--- src/hdl/arad_pkg.sv ---
// shared types, widths and constants of the annular radial average block
// no dependencies; imported by every module of the block but arad_ram
`timescale 1ns / 1ps

package arad_pkg;

    // field and register widths
    localparam int unsigned COORD_W    = 10;
    localparam int unsigned POWER_W    = 32;
    localparam int unsigned AVG_W      = 32;
    localparam int unsigned IDX_W      = 3;
    localparam int unsigned BIU_W      = 4;
    localparam int unsigned CC_W       = 16;
    localparam int unsigned CFG_IDX_W  = 2;
    localparam int unsigned CFG_DATA_W = 16;

    // bin store layout: count above sum
    localparam int unsigned SUM_W     = 52;
    localparam int unsigned CNT_W     = 21;
    localparam int unsigned ENTRY_W   = SUM_W + CNT_W;
    localparam int unsigned DIVISOR_W = CNT_W + CC_W;

    localparam logic [SUM_W-1:0] SUM_MAX = '1;
    localparam logic [CNT_W-1:0] CNT_MAX = '1;
    localparam logic [AVG_W-1:0] ONE_Q16 = 32'h0001_0000;

    localparam int unsigned MAX_BINS = 8;

    // register indexes
    localparam logic [CFG_IDX_W-1:0] REG_BINS_IN_USE = 2'd0;
    localparam logic [CFG_IDX_W-1:0] REG_CHUNK_COUNT = 2'd1;

    localparam logic [BIU_W-1:0] BIU_RESET = 4'd8;
    localparam logic [CC_W-1:0]  CC_RESET  = 16'd1;

    // annulus bounds on 25 * (4 r^2): 100 q^2 and 144 q^2, q = 3 * 2^i
    localparam logic [31:0] BIN_LO_BASE = 32'd900;
    localparam logic [31:0] BIN_HI_BASE = 32'd1296;

    typedef enum logic [2:0] {
        ST_RUN,
        ST_DRAIN,
        ST_RD,
        ST_CAP,
        ST_MUL,
        ST_START,
        ST_DIV,
        ST_OUT
    } arad_state_t;

    function automatic logic [31:0] bin_lo(input logic [IDX_W-1:0] idx);
        return BIN_LO_BASE << {idx, 1'b0};
    endfunction

    function automatic logic [31:0] bin_hi(input logic [IDX_W-1:0] idx);
        return BIN_HI_BASE << {idx, 1'b0};
    endfunction

endpackage

--- src/hdl/annular_radial_average.sv ---
// pixel path: a word passes the offset stages, lhs_reg and the read-modify-write stage into the
// bin ram; one pixel per cycle while in_stall is low, set by the ram read-modify-write with
// write forwarding. frame end: the input stalls while the pipeline drains and each bin in use
// is read out (ram read, capture, divisor multiply, divider start, divide, output load).
// reset: bins_in_use 8, chunk_count 1, per-bin valid flops cleared so every bin reads
// as zero; all of them clear again after each frame, so the bin ram needs no clearing pass.
`timescale 1ns / 1ps

module annular_radial_average #(
    parameter int unsigned FRAME_WIDTH  = 1024,
    parameter int unsigned FRAME_HEIGHT = 1024,
    parameter int unsigned NUM_BINS     = 8
) (
    input  logic                            clk,
    input  logic                            rst_n,
    // configuration
    input  logic                            cfg_we,
    input  logic [arad_pkg::CFG_IDX_W-1:0]  cfg_index,
    input  logic [arad_pkg::CFG_DATA_W-1:0] cfg_data,
    // pixel words
    input  logic                            in_valid,
    output logic                            in_stall,
    input  logic [arad_pkg::COORD_W-1:0]    pixel_column,
    input  logic [arad_pkg::COORD_W-1:0]    pixel_row,
    input  logic [arad_pkg::POWER_W-1:0]    power_value,
    input  logic                            frame_end,
    // bin result words
    output logic                            out_valid,
    input  logic                            out_stall,
    output logic [arad_pkg::IDX_W-1:0]      bin_index,
    output logic [arad_pkg::AVG_W-1:0]      bin_average,
    output logic                            last_bin
);

    import arad_pkg::*;

    localparam int unsigned LIM = (NUM_BINS < MAX_BINS) ? NUM_BINS : MAX_BINS;
    localparam int unsigned AW  = (LIM > 1) ? $clog2(LIM) : 1;
    localparam int unsigned DQX = 2 * $clog2(FRAME_WIDTH + 1);
    localparam int unsigned DQY = 2 * $clog2(FRAME_HEIGHT + 1);
    localparam int unsigned R4W = ((DQX > DQY) ? DQX : DQY) + 1;
    localparam int unsigned LW  = R4W + 5;
    localparam int unsigned PIPE = 4;

    // configuration registers
    logic [BIU_W-1:0] bins_in_use_reg;
    logic [CC_W-1:0]  chunk_count_reg;
    logic [BIU_W-1:0] nb;
    logic [CC_W-1:0]  cc;

    // pixel pipeline
    logic                 pv_reg [PIPE];
    logic [POWER_W-1:0]   pp_reg [PIPE];
    logic                 pf_reg [PIPE];
    logic [DQX-1:0]       dsq_x;
    logic [DQY-1:0]       dsq_y;
    logic [R4W-1:0]       r4;
    logic [LW-1:0]        lhs_reg;
    logic [31:0]          lhs_cmp;
    logic                 hit;
    logic [AW-1:0]        hit_idx;

    // bin store access
    logic                 ram_we;
    logic [AW-1:0]        ram_raddr;
    logic [ENTRY_W-1:0]   ram_wdata;
    logic [ENTRY_W-1:0]   ram_rdata;
    logic [LIM-1:0]       vbit_reg;
    logic [LIM-1:0]       vbit_next;
    logic                 rd_vbit_reg;

    // read-modify-write stage
    logic                 s5_valid_reg;
    logic                 s5_hit_reg;
    logic [AW-1:0]        s5_idx_reg;
    logic [POWER_W-1:0]   s5_pwr_reg;
    logic                 s5_fend_reg;
    logic                 fwd_en_reg;
    logic [AW-1:0]        fwd_addr_reg;
    logic [ENTRY_W-1:0]   fwd_data_reg;
    logic [ENTRY_W-1:0]   old_entry;
    logic [SUM_W-1:0]     old_sum;
    logic [CNT_W-1:0]     old_cnt;
    logic [SUM_W:0]       sum_wide;
    logic [SUM_W-1:0]     new_sum;
    logic [CNT_W-1:0]     new_cnt;

    // emission
    arad_state_t          state_reg;
    arad_state_t          state_next;
    logic [IDX_W-1:0]     bin_cnt_reg;
    logic [IDX_W-1:0]     bin_cnt_next;
    logic                 cap_en;
    logic                 mul_en;
    logic                 div_start;
    logic                 div_done;
    logic                 load_out;
    logic                 em_last;
    logic [SUM_W-1:0]     cap_sum_reg;
    logic [CNT_W-1:0]     cap_cnt_reg;
    logic [DIVISOR_W-1:0] divisor_reg;
    logic [SUM_W-1:0]     quotient;
    logic [AVG_W-1:0]     avg;

    // output register
    logic                 out_valid_reg;
    logic [IDX_W-1:0]     bin_index_reg;
    logic [AVG_W-1:0]     bin_average_reg;
    logic                 last_bin_reg;

    // configuration writes
    always_ff @(posedge clk or negedge rst_n)
    begin
        if (!rst_n)
        begin
            bins_in_use_reg <= BIU_RESET;
            chunk_count_reg <= CC_RESET;
        end
        else if (cfg_we)
        begin
            unique case (cfg_index)
                REG_BINS_IN_USE: bins_in_use_reg <= cfg_data[BIU_W-1:0];
                REG_CHUNK_COUNT: chunk_count_reg <= cfg_data[CC_W-1:0];
                default:         ;
            endcase
        end
    end

    // clamp bins in use, zero chunk count acts as one
    always_comb
    begin
        if (bins_in_use_reg == '0)
        begin
            nb = BIU_W'(1);
        end
        else if (bins_in_use_reg > BIU_W'(LIM))
        begin
            nb = BIU_W'(LIM);
        end
        else
        begin
            nb = bins_in_use_reg;
        end
    end

    assign cc = (chunk_count_reg == '0) ? CC_W'(1) : chunk_count_reg;

    // squared offsets of both coordinates
    arad_offset #(
        .SIZE (FRAME_WIDTH)
    ) u_offset_x (
        .clk   (clk),
        .coord (pixel_column),
        .dsq   (dsq_x)
    );

    arad_offset #(
        .SIZE (FRAME_HEIGHT)
    ) u_offset_y (
        .clk   (clk),
        .coord (pixel_row),
        .dsq   (dsq_y)
    );

    // word valid and side data alongside the offset stages
    always_ff @(posedge clk or negedge rst_n)
    begin
        if (!rst_n)
        begin
            for (int i = 0; i < PIPE; i++)
            begin
                pv_reg[i] <= 1'b0;
            end
        end
        else
        begin
            pv_reg[0] <= in_valid && !in_stall;
            for (int i = 1; i < PIPE; i++)
            begin
                pv_reg[i] <= pv_reg[i-1];
            end
        end
    end

    always_ff @(posedge clk)
    begin
        pp_reg[0] <= power_value;
        pf_reg[0] <= frame_end;
        for (int i = 1; i < PIPE; i++)
        begin
            pp_reg[i] <= pp_reg[i-1];
            pf_reg[i] <= pf_reg[i-1];
        end
    end

    // 25 * 4 r^2
    assign r4 = R4W'(dsq_x) + R4W'(dsq_y);

    always_ff @(posedge clk)
    begin
        lhs_reg <= LW'(LW'(r4) * LW'(25));
    end

    // annulus test, bins never overlap so at most one hits
    assign lhs_cmp = 32'(lhs_reg);

    always_comb
    begin
        hit     = 1'b0;
        hit_idx = '0;
        for (int i = 0; i < LIM; i++)
        begin
            if ((BIU_W'(i) < nb) && (lhs_cmp >= bin_lo(IDX_W'(i)))
                && (lhs_cmp <= bin_hi(IDX_W'(i))))
            begin
                hit     = 1'b1;
                hit_idx = AW'(i);
            end
        end
    end

    // bin store: {count, sum} per bin
    assign ram_raddr = (state_reg == ST_RD) ? bin_cnt_reg[AW-1:0] : hit_idx;

    arad_ram #(
        .WIDTH (ENTRY_W),
        .DEPTH (LIM)
    ) u_bin_ram (
        .clk   (clk),
        .we    (ram_we),
        .waddr (s5_idx_reg),
        .wdata (ram_wdata),
        .raddr (ram_raddr),
        .rdata (ram_rdata)
    );

    // read-modify-write stage registers
    always_ff @(posedge clk or negedge rst_n)
    begin
        if (!rst_n)
        begin
            s5_valid_reg <= 1'b0;
            fwd_en_reg   <= 1'b0;
        end
        else
        begin
            s5_valid_reg <= pv_reg[PIPE-1];
            fwd_en_reg   <= ram_we;
        end
    end

    always_ff @(posedge clk)
    begin
        s5_hit_reg   <= hit;
        s5_idx_reg   <= hit_idx;
        s5_pwr_reg   <= pp_reg[PIPE-1];
        s5_fend_reg  <= pf_reg[PIPE-1];
        rd_vbit_reg  <= vbit_reg[ram_raddr];
        fwd_addr_reg <= s5_idx_reg;
        fwd_data_reg <= ram_wdata;
    end

    // forward the previous cycle's write, unwritten bins read as zero
    always_comb
    begin
        if (fwd_en_reg && (fwd_addr_reg == s5_idx_reg))
        begin
            old_entry = fwd_data_reg;
        end
        else if (rd_vbit_reg)
        begin
            old_entry = ram_rdata;
        end
        else
        begin
            old_entry = '0;
        end
    end

    assign old_sum  = old_entry[SUM_W-1:0];
    assign old_cnt  = old_entry[ENTRY_W-1:SUM_W];
    assign sum_wide = {1'b0, old_sum} + (SUM_W + 1)'(s5_pwr_reg);
    assign new_sum  = sum_wide[SUM_W] ? SUM_MAX : sum_wide[SUM_W-1:0];
    assign new_cnt  = (old_cnt == CNT_MAX) ? CNT_MAX : (old_cnt + 1'b1);

    assign ram_we    = s5_valid_reg && s5_hit_reg;
    assign ram_wdata = {new_cnt, new_sum};

    // per-bin valid flops: set on accumulate, cleared when emitted, all cleared at frame close
    always_comb
    begin
        vbit_next = vbit_reg;
        if (ram_we)
        begin
            vbit_next[s5_idx_reg] = 1'b1;
        end
        if (cap_en)
        begin
            vbit_next[bin_cnt_reg[AW-1:0]] = 1'b0;
        end
        if (load_out && em_last)
        begin
            vbit_next = '0;
        end
    end

    always_ff @(posedge clk or negedge rst_n)
    begin
        if (!rst_n)
        begin
            vbit_reg <= '0;
        end
        else
        begin
            vbit_reg <= vbit_next;
        end
    end

    // emission sequencer state
    always_ff @(posedge clk or negedge rst_n)
    begin
        if (!rst_n)
        begin
            state_reg   <= ST_RUN;
            bin_cnt_reg <= '0;
        end
        else
        begin
            state_reg   <= state_next;
            bin_cnt_reg <= bin_cnt_next;
        end
    end

    assign em_last  = ((BIU_W'(bin_cnt_reg) + BIU_W'(1)) == nb);
    assign load_out = (state_reg == ST_OUT) && (!out_valid_reg || !out_stall);

    // next state and strobes
    always_comb
    begin
        state_next   = state_reg;
        bin_cnt_next = bin_cnt_reg;
        in_stall     = 1'b1;
        cap_en       = 1'b0;
        mul_en       = 1'b0;
        div_start    = 1'b0;
        unique case (state_reg)
            ST_RUN:
            begin
                in_stall     = 1'b0;
                bin_cnt_next = '0;
                if (in_valid && frame_end)
                begin
                    state_next = ST_DRAIN;
                end
            end
            ST_DRAIN:
            begin
                if (s5_valid_reg && s5_fend_reg)
                begin
                    state_next = ST_RD;
                end
            end
            ST_RD:
            begin
                state_next = ST_CAP;
            end
            ST_CAP:
            begin
                cap_en     = 1'b1;
                state_next = ST_MUL;
            end
            ST_MUL:
            begin
                mul_en     = 1'b1;
                state_next = ST_START;
            end
            ST_START:
            begin
                div_start  = 1'b1;
                state_next = ST_DIV;
            end
            ST_DIV:
            begin
                if (div_done)
                begin
                    state_next = ST_OUT;
                end
            end
            ST_OUT:
            begin
                if (load_out)
                begin
                    if (em_last)
                    begin
                        state_next = ST_RUN;
                    end
                    else
                    begin
                        bin_cnt_next = bin_cnt_reg + 1'b1;
                        state_next   = ST_RD;
                    end
                end
            end
            default:
            begin
                state_next = ST_RUN;
            end
        endcase
    end

    // capture the bin and form count * chunks
    always_ff @(posedge clk)
    begin
        if (cap_en)
        begin
            cap_sum_reg <= rd_vbit_reg ? ram_rdata[SUM_W-1:0] : '0;
            cap_cnt_reg <= rd_vbit_reg ? ram_rdata[ENTRY_W-1:SUM_W] : '0;
        end
        if (mul_en)
        begin
            divisor_reg <= DIVISOR_W'(cap_cnt_reg) * DIVISOR_W'(cc);
        end
    end

    arad_div u_div (
        .clk      (clk),
        .rst_n    (rst_n),
        .start    (div_start),
        .dividend (cap_sum_reg),
        .divisor  (divisor_reg),
        .done     (div_done),
        .quotient (quotient)
    );

    // empty bin gives one, otherwise saturate to 32 bits
    always_comb
    begin
        if (cap_cnt_reg == '0)
        begin
            avg = ONE_Q16;
        end
        else if (quotient[SUM_W-1:AVG_W] != '0)
        begin
            avg = '1;
        end
        else
        begin
            avg = quotient[AVG_W-1:0];
        end
    end

    // result word register
    always_ff @(posedge clk or negedge rst_n)
    begin
        if (!rst_n)
        begin
            out_valid_reg <= 1'b0;
        end
        else if (load_out)
        begin
            out_valid_reg <= 1'b1;
        end
        else if (!out_stall)
        begin
            out_valid_reg <= 1'b0;
        end
    end

    always_ff @(posedge clk)
    begin
        if (load_out)
        begin
            bin_index_reg   <= bin_cnt_reg;
            bin_average_reg <= avg;
            last_bin_reg    <= em_last;
        end
    end

    assign out_valid   = out_valid_reg;
    assign bin_index   = bin_index_reg;
    assign bin_average = bin_average_reg;
    assign last_bin    = last_bin_reg;

endmodule

--- src/hdl/arad_ram.sv ---
// generic single-write, single-read ram with registered read
// no dependencies
`timescale 1ns / 1ps

module arad_ram #(
    parameter int unsigned WIDTH = 8,
    parameter int unsigned DEPTH = 8
) (
    input  logic                                     clk,
    input  logic                                     we,
    input  logic [((DEPTH > 1) ? $clog2(DEPTH) : 1)-1:0] waddr,
    input  logic [WIDTH-1:0]                         wdata,
    input  logic [((DEPTH > 1) ? $clog2(DEPTH) : 1)-1:0] raddr,
    output logic [WIDTH-1:0]                         rdata
);

    logic [WIDTH-1:0] mem [DEPTH];
    logic [WIDTH-1:0] rdata_reg;

    // write port
    always_ff @(posedge clk)
    begin
        if (we)
        begin
            mem[waddr] <= wdata;
        end
    end

    // registered read, old data on a same-address write
    always_ff @(posedge clk)
    begin
        rdata_reg <= mem[raddr];
    end

    assign rdata = rdata_reg;

endmodule

--- src/hdl/arad_offset.sv ---
// shifted doubled offset squared of one coordinate, three register stages
// depends on arad_pkg for the coordinate width
`timescale 1ns / 1ps

module arad_offset #(
    parameter int unsigned SIZE = 1024
) (
    input  logic                                clk,
    input  logic [arad_pkg::COORD_W-1:0]        coord,
    output logic [2*$clog2(SIZE + 1)-1:0]       dsq
);

    import arad_pkg::*;

    // shifted coordinate before the modulo
    localparam int unsigned VW = $clog2((1 << COORD_W) + SIZE / 2);
    // reciprocal of SIZE, exact floor for every value below 2^12
    localparam int unsigned RECIP_SHIFT = 24;
    localparam longint unsigned RECIP = ((64'd1 << RECIP_SHIFT) + SIZE - 1) / SIZE;
    localparam int unsigned RW = $clog2(RECIP + 1);
    localparam int unsigned PW = VW + RW;
    localparam int unsigned QW = PW - RECIP_SHIFT;
    localparam int unsigned CW = VW + 2;
    localparam int unsigned DW = $clog2(SIZE + 1);
    localparam int unsigned SQW = 2 * DW;

    logic [VW-1:0]  v;
    logic [PW-1:0]  prod_reg;
    logic [VW-1:0]  v_reg;
    logic [QW-1:0]  quo;
    logic [VW-1:0]  quo_size;
    logic [VW-1:0]  shifted;
    logic [CW-1:0]  twice;
    logic [CW-1:0]  size_c;
    logic [CW-1:0]  diff;
    logic [DW-1:0]  d_reg;
    logic [SQW-1:0] dsq_reg;

    // stage a: add half the size and multiply by the reciprocal
    assign v = VW'(coord) + VW'(SIZE / 2);

    always_ff @(posedge clk)
    begin
        prod_reg <= PW'(v) * PW'(RECIP);
        v_reg    <= v;
    end

    // stage b: remainder and distance of 2s from the size
    assign quo      = prod_reg[PW-1:RECIP_SHIFT];
    assign quo_size = VW'(VW'(quo) * VW'(SIZE));
    assign shifted  = v_reg - quo_size;
    assign twice    = CW'({shifted, 1'b0});
    assign size_c   = CW'(SIZE);
    assign diff     = (twice >= size_c) ? (twice - size_c) : (size_c - twice);

    always_ff @(posedge clk)
    begin
        d_reg <= DW'(diff);
    end

    // stage c: square
    always_ff @(posedge clk)
    begin
        dsq_reg <= SQW'(d_reg) * SQW'(d_reg);
    end

    assign dsq = dsq_reg;

endmodule

--- src/hdl/arad_div.sv ---
// restoring divider, one quotient bit per cycle, for the bin averages
// depends on arad_pkg for the sum and divisor widths
`timescale 1ns / 1ps

module arad_div (
    input  logic                           clk,
    input  logic                           rst_n,
    input  logic                           start,
    input  logic [arad_pkg::SUM_W-1:0]     dividend,
    input  logic [arad_pkg::DIVISOR_W-1:0] divisor,
    output logic                           done,
    output logic [arad_pkg::SUM_W-1:0]     quotient
);

    import arad_pkg::*;

    localparam int unsigned STEP_W = $clog2(SUM_W);

    logic                 busy_reg;
    logic                 done_reg;
    logic [STEP_W-1:0]    step_reg;
    logic [SUM_W-1:0]     quo_reg;
    logic [DIVISOR_W-1:0] rem_reg;
    logic [DIVISOR_W-1:0] div_reg;
    logic [DIVISOR_W:0]   rem_shift;
    logic [DIVISOR_W:0]   trial;
    logic                 fits;

    // one trial subtraction
    assign rem_shift = {rem_reg, quo_reg[SUM_W-1]};
    assign trial     = rem_shift - {1'b0, div_reg};
    assign fits      = (rem_shift >= {1'b0, div_reg});

    // control
    always_ff @(posedge clk or negedge rst_n)
    begin
        if (!rst_n)
        begin
            busy_reg <= 1'b0;
            done_reg <= 1'b0;
            step_reg <= '0;
        end
        else
        begin
            done_reg <= 1'b0;
            if (start)
            begin
                busy_reg <= 1'b1;
                step_reg <= '0;
            end
            else if (busy_reg)
            begin
                if (step_reg == STEP_W'(SUM_W - 1))
                begin
                    busy_reg <= 1'b0;
                    done_reg <= 1'b1;
                end
                step_reg <= step_reg + 1'b1;
            end
        end
    end

    // datapath
    always_ff @(posedge clk)
    begin
        if (start)
        begin
            quo_reg <= dividend;
            rem_reg <= '0;
            div_reg <= divisor;
        end
        else if (busy_reg)
        begin
            if (fits)
            begin
                rem_reg <= trial[DIVISOR_W-1:0];
                quo_reg <= {quo_reg[SUM_W-2:0], 1'b1};
            end
            else
            begin
                rem_reg <= rem_shift[DIVISOR_W-1:0];
                quo_reg <= {quo_reg[SUM_W-2:0], 1'b0};
            end
        end
    end

    assign done     = done_reg;
    assign quotient = quo_reg;

endmodule

--- config.mk ---
export PLATFORM = sky130hd
export DESIGN_NAME = annular_radial_average
export DESIGN_NICKNAME = d
export VERILOG_FILES = /design/src/hdl/arad_pkg.sv /design/src/hdl/annular_radial_average.sv /design/src/hdl/arad_ram.sv /design/src/hdl/arad_offset.sv /design/src/hdl/arad_div.sv
export SDC_FILE = /design/constraint.sdc
export NUM_CORES = 2
export LEC_CHECK = 0
export ABC_CLOCK_PERIOD_IN_PS = 8070
export BUFFER_PORTS_ARGS = -buffer_cell sky130_fd_sc_hd__buf_2
export CORE_MARGIN = 8
export CORE_UTILIZATION = 50
export CTS_CLUSTER_DIAMETER = 80
export DETAILED_ROUTE_END_ITERATION = 8
export PLACE_DENSITY = 0.62
export SETUP_SLACK_MARGIN = 0.3
export SYNTH_ARGS = -nofsm -noshare
export SYNTH_HDL_FRONTEND = slang
export SYNTH_SLANG_ARGS = --single-unit
--- constraint.sdc ---
create_clock -name clk -period 8.07 [get_ports clk]
set_input_delay 0.807 -clock clk [delete_from_list [all_inputs] [get_ports clk]]
set_output_delay 0.807 -clock clk [all_outputs]
set_load 0.05 [all_outputs]
# --- Yosys cells after proc, flatten, opt, wreduce, memory -nomap -nowiden ---
# Memory sizes are Yosys's and may differ from the RTL's. A register that Yosys moved wholly into a read port is not among the register bits.
# Cells that the tools add are included.
totals:
  reg_bits: 518
  ramBits: 716
  in_bits: 76
  out_inout_bits: 38
  word_cells: 212
  mem_count: 3
mem_list:
  columns: ["memory", "depth", "word_bits", "rd", "rd_ports_with_merged_regs", "write_ports", "line", "source"]
  rows:
  - ["u_bin_ram.mem", 8, 73, 1, 1, 1, "arad_ram.sv:17", "logic [WIDTH-1:0] mem [DEPTH];"]
  - ["pp_reg", 4, 32, 4, 1, 4, "annular_radial_average.sv:53", "logic [POWER_W-1:0] pp_reg [PIPE];"]
  - ["pf_reg", 4, 1, 4, 1, 4, "annular_radial_average.sv:54", "logic pf_reg [PIPE];"]
op_classes:
  addsub: 15
  n_mul: 4
  magnitude_cmp: 33
  eq_ne: 18
  mux: 57
  n_bitwise: 3
  reduce_logical: 42
op_table:
  columns: ["cell", "count"]
  rows:
  - ["2-to-1 mux 52 bit", 3]
  - ["2-to-1 mux 73 bit", 2]
  - ["adder 52 x 32 -> 53 bit", 1]
  - ["multiplier 11 x 11 -> 22 bit", 2]
  - ["2-to-1 mux 3 bit", 13]
  - [">= comparator 38 x 37 -> 1 bit", 1]
  - ["multiplier 21 x 16 -> 37 bit", 1]
  - ["2-to-1 mux 37 bit", 1]
  - ["subtractor 37 bit", 1]
  - ["2-to-1 mux 32 bit", 1]
  - [">= comparator 28 x 10 -> 1 bit (second input constant)", 1]
  - [">= comparator 28 x 12 -> 1 bit (second input constant)", 1]
  - [">= comparator 28 x 14 -> 1 bit (second input constant)", 1]
  - [">= comparator 28 x 16 -> 1 bit (second input constant)", 1]
  - [">= comparator 28 x 18 -> 1 bit (second input constant)", 1]
  - [">= comparator 28 x 20 -> 1 bit (second input constant)", 1]
  - [">= comparator 28 x 22 -> 1 bit (second input constant)", 1]
  - [">= comparator 28 x 24 -> 1 bit (second input constant)", 1]
  - ["less-or-equal comparator 28 x 11 -> 1 bit (second input constant)", 1]
  - ["less-or-equal comparator 28 x 13 -> 1 bit (second input constant)", 1]
  - ["less-or-equal comparator 28 x 15 -> 1 bit (second input constant)", 1]
  - ["less-or-equal comparator 28 x 17 -> 1 bit (second input constant)", 1]
  - ["less-or-equal comparator 28 x 19 -> 1 bit (second input constant)", 1]
  - ["less-or-equal comparator 28 x 21 -> 1 bit (second input constant)", 1]
  - ["other kinds (59)", 132]

# --- Depth between registers and ports, before layout ---
logic_depth:
  word_depth: 16
  depth_mapped: 26
  ltp_nobuf: 25

# --- Cells and area by module ---
# From an unflattened synthesis, not the netlist that was laid out.
hier_totals:
  cells_unflattened: 5582
  area_unflattened_um2: 70657.8
by_module_without_submodules:
  columns: ["module", "n_inst", "cells_each", "area_each_um2", "seq_area_each_um2"]
  rows:
  - ["annular_radial_average", 1, 3077, 31292.5, 10898.0]
  - ["arad_ram", 1, 929, 24001.8, 18998.2]
  - ["arad_div", 1, 722, 7495.9, 3613.5]
  - ["arad_offset at u_offset_x", 1, 431, 3950.0, 780.7]
  - ["arad_offset at u_offset_y", 1, 423, 3917.5, 780.7]

# --- Worst setup path before layout ---
# Ideal clock, no wire load.
synth_timing:
  kind: "reg2reg"
  from: "register cap_cnt_reg[13]"
  to: "register divisor_reg[35] (data pin)"
  setup_ps: 265
  arrival_ps: 6516
  required_ps: 7805
  slack_ps: 1289
  path_stages_with_launch: 26
  path_buffers: 2
  period_less_slack_ps: 6781
  cell_sequence: "edfxtp_1 > clkbuf_1 > nand2_1 > fa_1 > inv_1 > fa_1 > inv_1 > fa_1 > inv_1 > fa_1 > fa_1 > inv_1 > fa_1 > inv_1 > ha_1 > clkbuf_1 > a21oi_1 > a21oi_1 > o41a_1 > or3_1 > o211a_1 > o21ai_0 > a21boi_1 > o41ai_1 > o211ai_1 > xor2_1"
synth_via:
  elab_chain_cells: 1
synth_lines:
  columns: ["item", "line", "source"]
  rows:
  - ["start: declaration", "annular_radial_average.sv:100", "logic [CNT_W-1:0] cap_cnt_reg;"]
  - ["start signal: assignment", "annular_radial_average.sv:417", "cap_cnt_reg <= rd_vbit_reg ? ram_rdata[ENTRY_W-1:SUM_W] : '0;"]
  - ["multiplier 21 x 16 -> 37 bit", "annular_radial_average.sv:421", "divisor_reg <= DIVISOR_W'(cap_cnt_reg) * DIVISOR_W'(cc);"]
  - ["end signal: assignment", "annular_radial_average.sv:421", null]
  - ["end: declaration", "annular_radial_average.sv:101", "logic [DIVISOR_W-1:0] divisor_reg;"]
# Every way passes these cells.
# A chain may end at the register's enable or synchronous reset.

# --- Worst setup path in the final report ---
layout_timing:
  from: "register cap_cnt_reg[5]"
  to: "register divisor_reg[36] (data pin)"
# The elaborated chain is that of the path after synthesis.

==> metrics.txt <==
CP Max Fanout 17; max frequency 135 MHz; H-tree depth 4; CTS Buf Count ~150; Syn. warnings 0; relative slew slack 0.0183; FF-to-FF Start cap_cnt_reg[5]; unrepaired setup endpoints after global routing no; post-DR wirelength/cell between 20 and 25 um; share of cells above drive strength 1 0.0980; dpl cells about 7,800; fin crit share 0.916; most frequent cell after synthesis edfxtp_1; final slew viol count 0; Cells after Synth 6,036; Final Core Density 0.556; #FFs+latches synth ~1,300; compound-gate portion of the synthesized area 0.103; min-delay src pixel_column[8]; setup violators final 0; Pre-antenna DRT Iters 5; WP data arrival 7980 ps; vias in the first global route about 45,000; WL final 164,000 um; TritonCTS Sinks approximately 1,300; critical path class flip-flop to flip-flop; number of max-cap violations 0; xor/xnor cell area share of the yosys netlist 0.0274; Clock transition at path regs about 60 ps; DRC Markers 0; synthesized net count between 6,000 and 7,000; initial antenna violation count 5; CP Capture Type flip-flop; nets@finish between 6,000 and 7,000; Die W roughly 400 um; top_reg_cell synth edfxtp_1; element type at the critical path start flip-flop; Worst-Margin Slew between 1000 and 1500 ps; overall die height 391 um; drt initial violations 3,290; DRT antenna net count 0; CTS max path bufs 3; Setup crit start cap_cnt_reg[5]; main combinational cell family by area after synthesis adder cells; ys async rst share 0.0369; Area Overhead vs Synth 10.3%; first-pass GRT wire length approximately 260,000 um; Setup Skew roughly 25 ps; mux cell area share after synthesis 0.0392; # rows roughly 140; Post-synth EDFFs a little over 800; Fin. Hold Viols 0; post-synthesis adder-cell area fraction 0.173; Post-Layout Cell Count approximately 8,100; GP Congestion 0.865; Unique masters post-synth roughly 90; largest net degree at the start of global routing approximately 150; status completed; Period minus WS final approximately 7400 ps; die area 153,000 um2; total gr overflow 0; Ports approximately 110; Post-Syn Area around 70,000 um2; core box area 140,000 um2; Synth Area in Simple Gates 0.111; Hold WC Path Type input pin to flip-flop; sequential area share after synthesis 0.498; dominant cell type by area after synthesis edfxtp_1; Initial Utilization 0.504; clock root cell clkbuf_16; Req. time, crit path roughly 8700 ps; Port-buffer cells about 110; Clock Latency Late Sink 780 ps; CTS tree done; max reg flops between 500 and 600; Mean Syn Cell Area 11.7 um2; post-DP HPWL about 110,000 um; reg2reg setup slack ~680 ps; Fin Setup TNS 0 ps; GRT Total Usage 0.213; synth cell count leaders edfxtp_1, nand2_1, inv_1; area share of the largest cell type after synthesis 0.349; routed vias/inst between 5 and 6; largest cells by area after synthesis edfxtp_1, dfxtp_1, fa_1, ha_1, nand2_1; vias post-DR about 45,000
[cells in the final DEF (no fill, tap or decap), types with 44 or more instances in the layout]
master,count
edfxtp_1,819
nand2_1,711
inv_1,579
dfxtp_1,459
fa_1,377
ha_1,373
nor2_1,318
and2_1,290
mux2i_1,205
a21oi_1,172
clkbuf_16,148
xnor2_1,145
o21ai_0,132
buf_2,113
a221oi_1,86
buf_4,78
xor2_1,75
nand3_1,75
o22a_1,75
a221oi_2,67
a21o_1,64
o21a_1,64
mux2_2,63
o221ai_1,63
nor3_1,55
dfrtp_1,44
[final cells by class]
class                           count  area, um2
Fill cell                       11776      62000
Sequential cell                  1328      35000
Clock inverter                     64        647
Inverter                          581       2180
Tap cell                         1876       2350
Clock buffer                      207       4100
Multi-Input combinational cell   3850      32100
Timing Repair Buffer              194       1210
Antenna cell                        1       2.50
[worst max-delay path, stage by stage (launching register included)]
cell and delay (ps):
edfxtp_1 770, nand2_1 170, fa_1 560, inv_1 50, fa_1 490, fa_1 520
inv_1 60, fa_1 480, inv_1 60, fa_1 540, inv_1 60, fa_1 560
inv_1 50, ha_1 350, a211o_1 320, a21oi_1 300, a21boi_0 230, buf_4 160
a211oi_1 90, o41ai_1 380, o22ai_1 210, a41oi_1 340, a211o_1 230, nor2_1 60
a211oi_1 180
[final timing paths]
kind | end | cells past startpoint
hold reg to reg | pp_reg[2][14] | 0
min in group asynchronous | out_valid | 2
hold / removal | u_offset_x.v_reg[8] | 1
setup reg to reg | divisor_reg[36] | 24
max in group asynchronous | u_div.busy_reg | 2
setup / recovery | divisor_reg[36] | 24
[through the flow]
step / setup slack [ps] / instance area [um2] / hold WS (ps)
global placement: 794 / 72900 / 310
detailed placement: 651 / 72900 / 312
global route: 303 / 77700 / 76.1
finish: 676 / 77700 / 124
floorplan: 1290 / 70400 / 310
CTS: 640 / 77600 / 59.0
[repair_timing]
| action | in CTS | in global routing |
|---|---|---|
| setup buffers | 0 | 5 |
| gates resized for setup | 0 | 2 |
| setup endpoints to repair | 0 | 2 |
| hold buffers | 0 | 0 |
[layer usage]
metal  up-vias  part of all wire  wire length, um  GRT usage
li1      21183                 -                -          -
met1     22256              0.45            74000      0.299
met2      1201              0.46            75600      0.342
met3       254             0.058             9460     0.0340
met4         0             0.028             4530     0.0652
met5         -                 0                0          0
[cells by family (layout without fill, tap and decap cells)]
group / count (synthesis) / in the layout
AO/OA/AOI/OAI: 940 / 940
XOR/XNOR: 220 / 220
adder cells (fa/ha/maj): 750 / 750
buffers and inverters: 858 / 1046
flip-flops: 1328 / 1328
multiplexers: 268 / 268
other: 0 / 1
AND/OR/NAND/NOR: 1672 / 1672
Power is not shown: default switching activity piles up to over one toggle a cycle in this logic, so the estimate is an artifact.
